`config.mk`:
```
export PLATFORM = sky130hd
export DESIGN_NAME = dcpu16_execute_unit
export DESIGN_NICKNAME = d
export VERILOG_FILES = /design/src/rtl/dce_pkg.sv /design/src/rtl/dce_decode.sv /design/src/rtl/dce_div_stage.sv /design/src/rtl/dcpu16_execute_unit.sv
export VERILOG_INCLUDE_DIRS = /design/src /design/src/rtl
export SDC_FILE = /design/constraint.sdc
export NUM_CORES = 2
export LEC_CHECK = 0
export ABC_AREA = 1
export BUFFER_PORTS_ARGS = -buffer_cell sky130_fd_sc_hd__buf_2
export CORE_MARGIN = 8
export CORE_UTILIZATION = 45
export CTS_CLUSTER_SIZE = 8
export DETAILED_ROUTE_END_ITERATION = 12
export GPL_TIMING_DRIVEN = 0
export SLEW_MARGIN = 20
export SYNTH_ARGS = -nofsm -noshare
export SYNTH_HDL_FRONTEND = slang
export SYNTH_SLANG_ARGS = --single-unit
```
`constraint.sdc`:
```
create_clock -name clk -period 47.2 [get_ports clk]
set_clock_uncertainty 0.05 [all_clocks]
set_input_delay 7.08 -clock clk [delete_from_list [all_inputs] [get_ports clk]]
set_output_delay 7.08 -clock clk [all_outputs]
set_load 0.02 [all_outputs]
```
`src/rtl/dcpu16_execute_unit_defines.svh`:
```
// Assertion macros used by the execute unit top level.
`ifndef DCPU16_EXECUTE_UNIT_DEFINES_SVH
`define DCPU16_EXECUTE_UNIT_DEFINES_SVH

// Clocked assertion, held off during reset
`define DCE_ASSERT(label, prop, msg) \
    label: assert property (@(posedge clk) disable iff (!rst_n) (prop)) else $error(msg);

// Clocked assertion checked at every edge, reset included
`define DCE_ASSERT_ALWAYS(label, prop, msg) \
    label: assert property (@(posedge clk) (prop)) else $error(msg);

`endif

```
`src/rtl/dce_pkg.sv`:
```
// Package: opcodes, pipeline payload type and division step for the execute unit.
`timescale 1ns / 1ps
package dce_pkg;

    localparam logic [4:0] OP_SET = 5'h01;
    localparam logic [4:0] OP_ADD = 5'h02;
    localparam logic [4:0] OP_SUB = 5'h03;
    localparam logic [4:0] OP_MUL = 5'h04;
    localparam logic [4:0] OP_DIV = 5'h06;
    localparam logic [4:0] OP_MOD = 5'h08;
    localparam logic [4:0] OP_AND = 5'h0A;
    localparam logic [4:0] OP_BOR = 5'h0B;
    localparam logic [4:0] OP_XOR = 5'h0C;
    localparam logic [4:0] OP_SHR = 5'h0D;
    localparam logic [4:0] OP_SHL = 5'h0F;
    localparam logic [4:0] OP_IFB = 5'h10;
    localparam logic [4:0] OP_IFC = 5'h11;
    localparam logic [4:0] OP_IFE = 5'h12;
    localparam logic [4:0] OP_IFN = 5'h13;
    localparam logic [4:0] OP_IFG = 5'h14;
    localparam logic [4:0] OP_IFL = 5'h16;
    localparam logic [4:0] OP_ADX = 5'h1A;
    localparam logic [4:0] OP_STI = 5'h1E;
    localparam logic [4:0] OP_STD = 5'h1F;

    localparam logic [1:0] STEP_NONE = 2'b00;
    localparam logic [1:0] STEP_INC  = 2'b01;
    localparam logic [1:0] STEP_DEC  = 2'b11;

    localparam int DIV_STEPS  = 8;
    // Stages needed for the 32-step division, and the stage that ends step sixteen
    localparam int DIV_STAGES = 32 / DIV_STEPS;
    localparam int MOD_STAGE  = 16 / DIV_STEPS - 1;

    // Payload carried down the pipe
    typedef struct packed {
        logic [4:0]  kind;
        logic        a_zero;
        logic [15:0] divisor;
        logic [15:0] rb;
        logic [15:0] rex;
        logic        wb;
        logic        wex;
        logic        skip;
        logic [1:0]  step;
        logic [15:0] rem;
        logic [31:0] dq;
        logic [15:0] mod_rem;
    } pipe_t;

    // One restoring division step: shift in a dividend bit, subtract if it fits
    function automatic logic [47:0] div_step(logic [15:0] rem, logic [31:0] dq,
                                              logic [15:0] d);
        logic [16:0] r;
        logic [31:0] q;
        r = {rem, dq[31]};
        q = {dq[30:0], 1'b0};
        if (r >= {1'b0, d})
        begin
            r    = r - {1'b0, d};
            q[0] = 1'b1;
        end
        return {r[15:0], q};
    endfunction

endpackage

```
`src/rtl/dce_decode.sv`:
```
// First stage: decode, ALU results and divider set-up, registered.
`timescale 1ns / 1ps
module dce_decode (
    input  logic              clk,
    input  logic              rst_n,
    input  logic              in_valid,
    output logic              in_ready,
    input  logic [4:0]        kind,
    input  logic [15:0]       value_a,
    input  logic [15:0]       value_b,
    input  logic [15:0]       ex_in,
    output logic              out_valid,
    input  logic              out_ready,
    output dce_pkg::pipe_t    out_data
);

    logic           valid_reg;
    dce_pkg::pipe_t data_reg;
    dce_pkg::pipe_t data_next;
    logic [16:0]    sum;
    logic [17:0]    sum3;
    logic [31:0]    prod;
    logic [31:0]    shl_t;
    logic [31:0]    shr_t;
    logic           wide;

    assign in_ready = !valid_reg || out_ready;

    // Evaluate everything but the division
    always_comb
    begin
        sum   = {1'b0, value_b} + {1'b0, value_a};
        sum3  = {2'b00, value_b} + {2'b00, value_a} + {2'b00, ex_in};
        prod  = value_b * value_a;
        wide  = (value_a[15:5] != 11'd0);
        shl_t = wide ? 32'd0 : ({16'd0, value_b} << value_a[4:0]);
        shr_t = wide ? 32'd0 : ({value_b, 16'd0} >> value_a[4:0]);

        data_next         = '0;
        data_next.kind    = kind;
        data_next.a_zero  = (value_a == 16'd0);
        data_next.divisor = value_a;
        data_next.dq      = {value_b, 16'd0};
        data_next.step    = dce_pkg::STEP_NONE;

        case (kind)
            dce_pkg::OP_SET:
            begin
                data_next.rb = value_a; data_next.wb = 1'b1;
            end
            dce_pkg::OP_ADD:
            begin
                data_next.rb  = sum[15:0]; data_next.wb = 1'b1;
                data_next.rex = {15'd0, sum[16]}; data_next.wex = 1'b1;
            end
            dce_pkg::OP_SUB:
            begin
                data_next.rb  = value_b - value_a; data_next.wb = 1'b1;
                data_next.rex = (value_a > value_b) ? 16'hFFFF : 16'd0;
                data_next.wex = 1'b1;
            end
            dce_pkg::OP_MUL:
            begin
                data_next.rb  = prod[15:0]; data_next.wb = 1'b1;
                data_next.rex = prod[31:16]; data_next.wex = 1'b1;
            end
            dce_pkg::OP_DIV:
            begin
                data_next.wb = 1'b1; data_next.wex = 1'b1;
            end
            dce_pkg::OP_MOD: data_next.wb = 1'b1;
            dce_pkg::OP_AND:
            begin
                data_next.rb = value_b & value_a; data_next.wb = 1'b1;
            end
            dce_pkg::OP_BOR:
            begin
                data_next.rb = value_b | value_a; data_next.wb = 1'b1;
            end
            dce_pkg::OP_XOR:
            begin
                data_next.rb = value_b ^ value_a; data_next.wb = 1'b1;
            end
            dce_pkg::OP_SHR:
            begin
                data_next.rb  = shr_t[31:16]; data_next.wb = 1'b1;
                data_next.rex = shr_t[15:0]; data_next.wex = 1'b1;
            end
            dce_pkg::OP_SHL:
            begin
                data_next.rb  = shl_t[15:0]; data_next.wb = 1'b1;
                data_next.rex = shl_t[31:16]; data_next.wex = 1'b1;
            end
            dce_pkg::OP_IFB: data_next.skip = ((value_b & value_a) == 16'd0);
            dce_pkg::OP_IFC: data_next.skip = ((value_b & value_a) != 16'd0);
            dce_pkg::OP_IFE: data_next.skip = (value_a != value_b);
            dce_pkg::OP_IFN: data_next.skip = (value_a == value_b);
            dce_pkg::OP_IFG: data_next.skip = (value_b <= value_a);
            dce_pkg::OP_IFL: data_next.skip = (value_b >= value_a);
            dce_pkg::OP_ADX:
            begin
                data_next.rb  = sum3[15:0]; data_next.wb = 1'b1;
                data_next.rex = {15'd0, (sum3[17:16] != 2'd0)}; data_next.wex = 1'b1;
            end
            dce_pkg::OP_STI:
            begin
                data_next.rb = value_a; data_next.wb = 1'b1;
                data_next.step = dce_pkg::STEP_INC;
            end
            dce_pkg::OP_STD:
            begin
                data_next.rb = value_a; data_next.wb = 1'b1;
                data_next.step = dce_pkg::STEP_DEC;
            end
            default: data_next.wb = 1'b0;
        endcase
    end

    // Hold the valid flag
    always_ff @(posedge clk or negedge rst_n)
    begin
        if (!rst_n)
            valid_reg <= 1'b0;
        else if (in_ready)
            valid_reg <= in_valid;
    end

    // Capture the beat
    always_ff @(posedge clk)
    begin
        if (in_ready && in_valid)
            data_reg <= data_next;
    end

    assign out_valid = valid_reg;
    assign out_data  = data_reg;

endmodule

```
`src/rtl/dce_div_stage.sv`:
```
// Divider stage: eight restoring steps of the long division, registered.
`timescale 1ns / 1ps
module dce_div_stage (
    input  logic              clk,
    input  logic              rst_n,
    input  logic              take_rem,
    input  logic              in_valid,
    output logic              in_ready,
    input  dce_pkg::pipe_t    in_data,
    output logic              out_valid,
    input  logic              out_ready,
    output dce_pkg::pipe_t    out_data
);

    logic           valid_reg;
    dce_pkg::pipe_t data_reg;
    dce_pkg::pipe_t data_next;
    logic [47:0]    st;

    assign in_ready = !valid_reg || out_ready;

    // Advance the division by a group of steps
    always_comb
    begin
        data_next = in_data;
        st        = {in_data.rem, in_data.dq};
        for (int i = 0; i < dce_pkg::DIV_STEPS; i++)
            st = dce_pkg::div_step(st[47:32], st[31:0], in_data.divisor);
        data_next.rem = st[47:32];
        data_next.dq  = st[31:0];
        if (take_rem)
            data_next.mod_rem = st[47:32];
    end

    always_ff @(posedge clk or negedge rst_n)
    begin
        if (!rst_n)
            valid_reg <= 1'b0;
        else if (in_ready)
            valid_reg <= in_valid;
    end

    always_ff @(posedge clk)
    begin
        if (in_ready && in_valid)
            data_reg <= data_next;
    end

    assign out_valid = valid_reg;
    assign out_data  = data_reg;

endmodule

```
`src/rtl/dcpu16_execute_unit.sv`:
```
// Each accepted input beat is registered in the decode/ALU stage, then in each division stage.
// Throughput: one instruction per cycle; a 32-step long division runs as
// four registered stages of eight steps behind the decode/ALU stage.
// Each stage holds its beat under back-pressure and takes a new one when free.
// Reset (rst_n, asynchronous, active low) empties every stage.
`timescale 1ns / 1ps
`include "dcpu16_execute_unit_defines.svh"
module dcpu16_execute_unit (
    input  logic        clk,
    input  logic        rst_n,
    input  logic        s_tvalid,
    output logic        s_tready,
    input  logic [55:0] s_tdata,   // kind[4:0], value_a[20:5], value_b[36:21], ex_in[52:37]
    output logic        m_tvalid,
    input  logic        m_tready,
    output logic [39:0] m_tdata    // result_b[15:0], write_b[16], ex_out[32:17],
                                   // write_ex[33], skip_next[34], index_step[36:35]
);

    logic           v [0:dce_pkg::DIV_STAGES];
    logic           r [0:dce_pkg::DIV_STAGES];
    dce_pkg::pipe_t d [0:dce_pkg::DIV_STAGES];
    dce_pkg::pipe_t f;
    logic [15:0]    result_b;
    logic [15:0]    ex_out;

    dce_decode u_decode (
        .clk(clk), .rst_n(rst_n),
        .in_valid(s_tvalid), .in_ready(s_tready),
        .kind(s_tdata[4:0]), .value_a(s_tdata[20:5]),
        .value_b(s_tdata[36:21]), .ex_in(s_tdata[52:37]),
        .out_valid(v[0]), .out_ready(r[0]), .out_data(d[0])
    );

    // Division stages; the remainder after sixteen steps is b mod a
    for (genvar g = 0; g < dce_pkg::DIV_STAGES; g++)
    begin : g_div
        dce_div_stage u_stage (
            .clk(clk), .rst_n(rst_n), .take_rem(g == dce_pkg::MOD_STAGE),
            .in_valid(v[g]), .in_ready(r[g]), .in_data(d[g]),
            .out_valid(v[g+1]), .out_ready(r[g+1]), .out_data(d[g+1])
        );
    end

    assign r[dce_pkg::DIV_STAGES] = m_tready;
    assign f                      = d[dce_pkg::DIV_STAGES];

    // Pick the division results for DIV and MOD
    always_comb
    begin
        result_b = f.rb;
        ex_out   = f.rex;
        if (f.kind == dce_pkg::OP_DIV)
        begin
            result_b = f.a_zero ? 16'd0 : f.dq[31:16];
            ex_out   = f.a_zero ? 16'd0 : f.dq[15:0];
        end
        else if (f.kind == dce_pkg::OP_MOD)
            result_b = f.a_zero ? 16'd0 : f.mod_rem;
    end

    assign m_tvalid = v[dce_pkg::DIV_STAGES];
    assign m_tdata  = {3'd0, f.step, f.skip, f.wex, ex_out, f.wb, result_b};

    `DCE_ASSERT(a_skip_no_write, m_tvalid |-> !(m_tdata[34] && (m_tdata[16] || m_tdata[33])),
                "conditional test also writes a register")
    `DCE_ASSERT(a_ex_needs_b, (m_tvalid && m_tdata[33]) |-> m_tdata[16],
                "EX written without b")
    `DCE_ASSERT(a_step_code, m_tvalid |-> (m_tdata[36:35] != 2'b10),
                "invalid index step")

endmodule

```
==> out/qor.yml <==
result_of_the_run: "finished, final reports clean"
viasPerCell: 5.518
grtUsageTotal: 0.2740
detailedPlacementHpwl_mm: 157.9
launch_point_of_the_worst_reg_to_reg_path: "g_div[0].u_stage.out_data[102]$_DFFE_PP_"
dr_total_vias: 52274
clk_pin_slew_ns: 0.05
floorplan.die.width_um: 371.2
hold_class: "reg2reg"
worst_path_largest_cell_delay_ns: 0.75
hold_path_end: "g_div[3].u_stage.out_data[73]$_DFFE_PP_"
flow.area_growth_from_synthesis_pct: 8.604
cpMostUsedCell: "sky130_fd_sc_hd__nand2_1"
period_minus_slack_ns: 20.59
synth-seq-cells: 468
synth-async-reset-ratio: 0.01068
worstPathMaxFanout: 10
post_synth_num_cell_types: 76
dieArea_sq_um: 137800
numCtsBuffers: 70
antenna_left: 0
max_cap_viol_count: 0
drt_pre_antenna_iters: 5
core_box_area_sq_um: 125400
post_synth_edffs: 463
synth.cells.most_frequent: "sky130_fd_sc_hd__nand2_1 (1968), sky130_fd_sc_hd__inv_1 (1098), sky130_fd_sc_hd__ha_1 (653)"
wl_per_cell_um: 20.40
syn_avg_cell_area_sq_um: 7.457
setup-tns-final_ns: 0
grt_total_ovfl: 0
synth_top_cells_by_area: "sky130_fd_sc_hd__edfxtp_1 (24%), sky130_fd_sc_hd__ha_1 (14%), sky130_fd_sc_hd__nand2_1 (13%), sky130_fd_sc_hd__fa_1 (7.5%), sky130_fd_sc_hd__inv_1 (7.3%)"
max_freq_ghz: 0.04858
cell_taking_the_most_area_after_synthesis: "sky130_fd_sc_hd__edfxtp_1"
clkLatencyLatePin_ns: 0.62
antenna_found_initial: 12
ctsRootBufferMaster: "sky130_fd_sc_hd__clkbuf_16"
cts_hold_buffers: 0
finalSetupViolCount: 0
setup.reg_to_reg.worst_slack_ns: 26.61
postSynth.topFlopCell: "sky130_fd_sc_hd__edfxtp_1"
cts_max_level: 3
tightestPinTransition_ns: 1.177
holdCritStartpoint: "g_div[2].u_stage.out_data[73]$_DFFE_PP_"
gpl.final_weighted_congestion: 0.9727
timing_worst_setup_path_type: "reg2reg"
worst-endpoint-required_ns: 47.63
report.final.slew_viol_count: 0
worst_r2r_path_depth: 122
synthDominantCellAreaShare: 0.2448
crit_arrival_ns: 21.02
grt_pass1_wl_mm: 293.7
postSynthCellCount: 7615
ctsResizeCount: 0
slew_headroom: 0.2154
drt-total-wl_mm: 193.2
grt_max_degree: 75
count_of_buffers_from_port_buffering: 95
fin_crit_sh: 0.4361
synth_area_sq_um: 56780
die_height_um: 371.2
whs_ns: 0.3442
ys_seq_area_frac: 0.2471
setup.worst_path.end_class: "flop"
postCtsSetupRepairBufs: 0
drc: 0
reg_to_reg_critical_path_endpoint: "g_div[1].u_stage.out_data[49]$_DFFE_PP_"
floorplan.initialDensity: 0.4528
synth.most_common_cell: "sky130_fd_sc_hd__nand2_1"
critical_path.startpoint_type: "flop"
rows: 130
fraction_of_layout_instances_using_a_drive_strength_above_1: 0.06255
drt_iter0_drcs: 4027
cts_buffer_depth: 3
yosysWarningCount: 0
num-nets-final: 8725
hold_violations: 0
cells_on_worst_hold_path: 0
floorplan.io_pins: 102
cpMaxStageDelayCell: "sky130_fd_sc_hd__edfxtp_1"
clock-sinks: 468
first_global_vias: 50379
grt_setup_unrepaired: "no"
cts_tree: "done"
==> how the worst max path moves through the flow <==
| stage | start | depth (start not counted) | to |
|---|---|---|---|
| floorplan | g_div[0].u_stage.out_data[102]$_DFFE_PP_ | 114 | g_div[1].u_stage.out_data[49]$_DFFE_PP_ |
| global placement | g_div[0].u_stage.out_data[102]$_DFFE_PP_ | 122 | g_div[1].u_stage.out_data[49]$_DFFE_PP_ |
| detailed placement | g_div[0].u_stage.out_data[102]$_DFFE_PP_ | 122 | g_div[1].u_stage.out_data[49]$_DFFE_PP_ |
| CTS | g_div[0].u_stage.out_data[102]$_DFFE_PP_ | 122 | g_div[1].u_stage.out_data[49]$_DFFE_PP_ |
| global route | g_div[0].u_stage.out_data[102]$_DFFE_PP_ | 121 | g_div[1].u_stage.out_data[58]$_DFFE_PP_ |
| finish | g_div[0].u_stage.out_data[102]$_DFFE_PP_ | 122 | g_div[1].u_stage.out_data[49]$_DFFE_PP_ |
==> cells by family (layout without fill, tap and decap cells) <==
kind of cell	Yosys count	after routing	share of synthesized area
fa+ha+maj	867	867	0.2193
other cells	1	9	0.00006604
simple gates	3110	3110	0.2331
buf+inv	1346	1547	0.09515
compound gates	1416	1416	0.1423
mux	6	6	0.001058
flops	468	468	0.2471
xor+xnor	401	401	0.06185
==> area by class of cell <==
class,instances,area (sq um)
fillers,12467,63740
multi-input cells,5803,37400
flip-flops and latches,468,14030
inverters,1129,4255
well taps,1650,2064
clock buffers,79,1785
plain buffers,217,1159
repair buffers,109,768.2
clock inverters,13,193.9
diodes,6,15.01
==> cell usage in the layout, fill, tap and decap left out, types with 23 or more instances in the layout <==
master / count
sky130_fd_sc_hd__nand3_1: 400
sky130_fd_sc_hd__ha_1: 653
sky130_fd_sc_hd__o21ai_0: 397
sky130_fd_sc_hd__a31oi_1: 49
sky130_fd_sc_hd__o22ai_1: 28
sky130_fd_sc_hd__clkbuf_16: 70
sky130_fd_sc_hd__o21bai_1: 57
sky130_fd_sc_hd__fa_1: 214
sky130_fd_sc_hd__buf_6: 23
sky130_fd_sc_hd__xor2_1: 242
sky130_fd_sc_hd__clkbuf_1: 122
sky130_fd_sc_hd__buf_2: 128
sky130_fd_sc_hd__or2_2: 50
sky130_fd_sc_hd__a21oi_1: 569
sky130_fd_sc_hd__inv_1: 1096
sky130_fd_sc_hd__xnor2_1: 159
sky130_fd_sc_hd__a21o_1: 29
sky130_fd_sc_hd__nor2_1: 398
sky130_fd_sc_hd__nand2_2: 42
sky130_fd_sc_hd__o21ai_1: 81
sky130_fd_sc_hd__inv_2: 24
sky130_fd_sc_hd__o2111ai_1: 29
sky130_fd_sc_hd__nand2_1: 1968
sky130_fd_sc_hd__buf_4: 33
sky130_fd_sc_hd__edfxtp_1: 463
sky130_fd_sc_hd__nor3_1: 61
sky130_fd_sc_hd__nand4_1: 75
==> through the flow <==
stage	area [sq um]	worst slack [ns]	cells	util
final	61670	26.61	9474	0.4917
after global routing	61650	24.65	9468	0.4916
after CTS	61650	26.50	9468	0.4916
after detailed placement	59670	26.60	9376	0.4758
after global placement	59330	26.69	9362	0.4731
after floorplan	56790	30.88	7617	-
==> metal layers <==
layer  wire length [um]  up-vias  GRT usage
li1                   -    25687          -
met4               9719        4     0.1240
met2              89450     1640     0.4594
met5                 28        -          0
met1              83550    24586     0.3556
met3              10480      357    0.02935
==> state kept, by name, summed over array words and instances (netlist names) <==
signal	count
u_decode.out_valid	1
g_div.u_stage.out_data	388
g_div.u_stage.out_valid	4
u_decode.out_data	75
==> critical path, delay by kind of cell, from the launching register on <==
family | cells | cell delay (ns)
simple gates | 58 | 6.02
fa+ha+maj | 8 | 2.90
buf+inv | 20 | 3.83
compound gates | 36 | 6.82
flops | 1 | 0.75
Power is not shown: default switching activity piles up to over one toggle a cycle in this logic, so the estimate is an artifact.
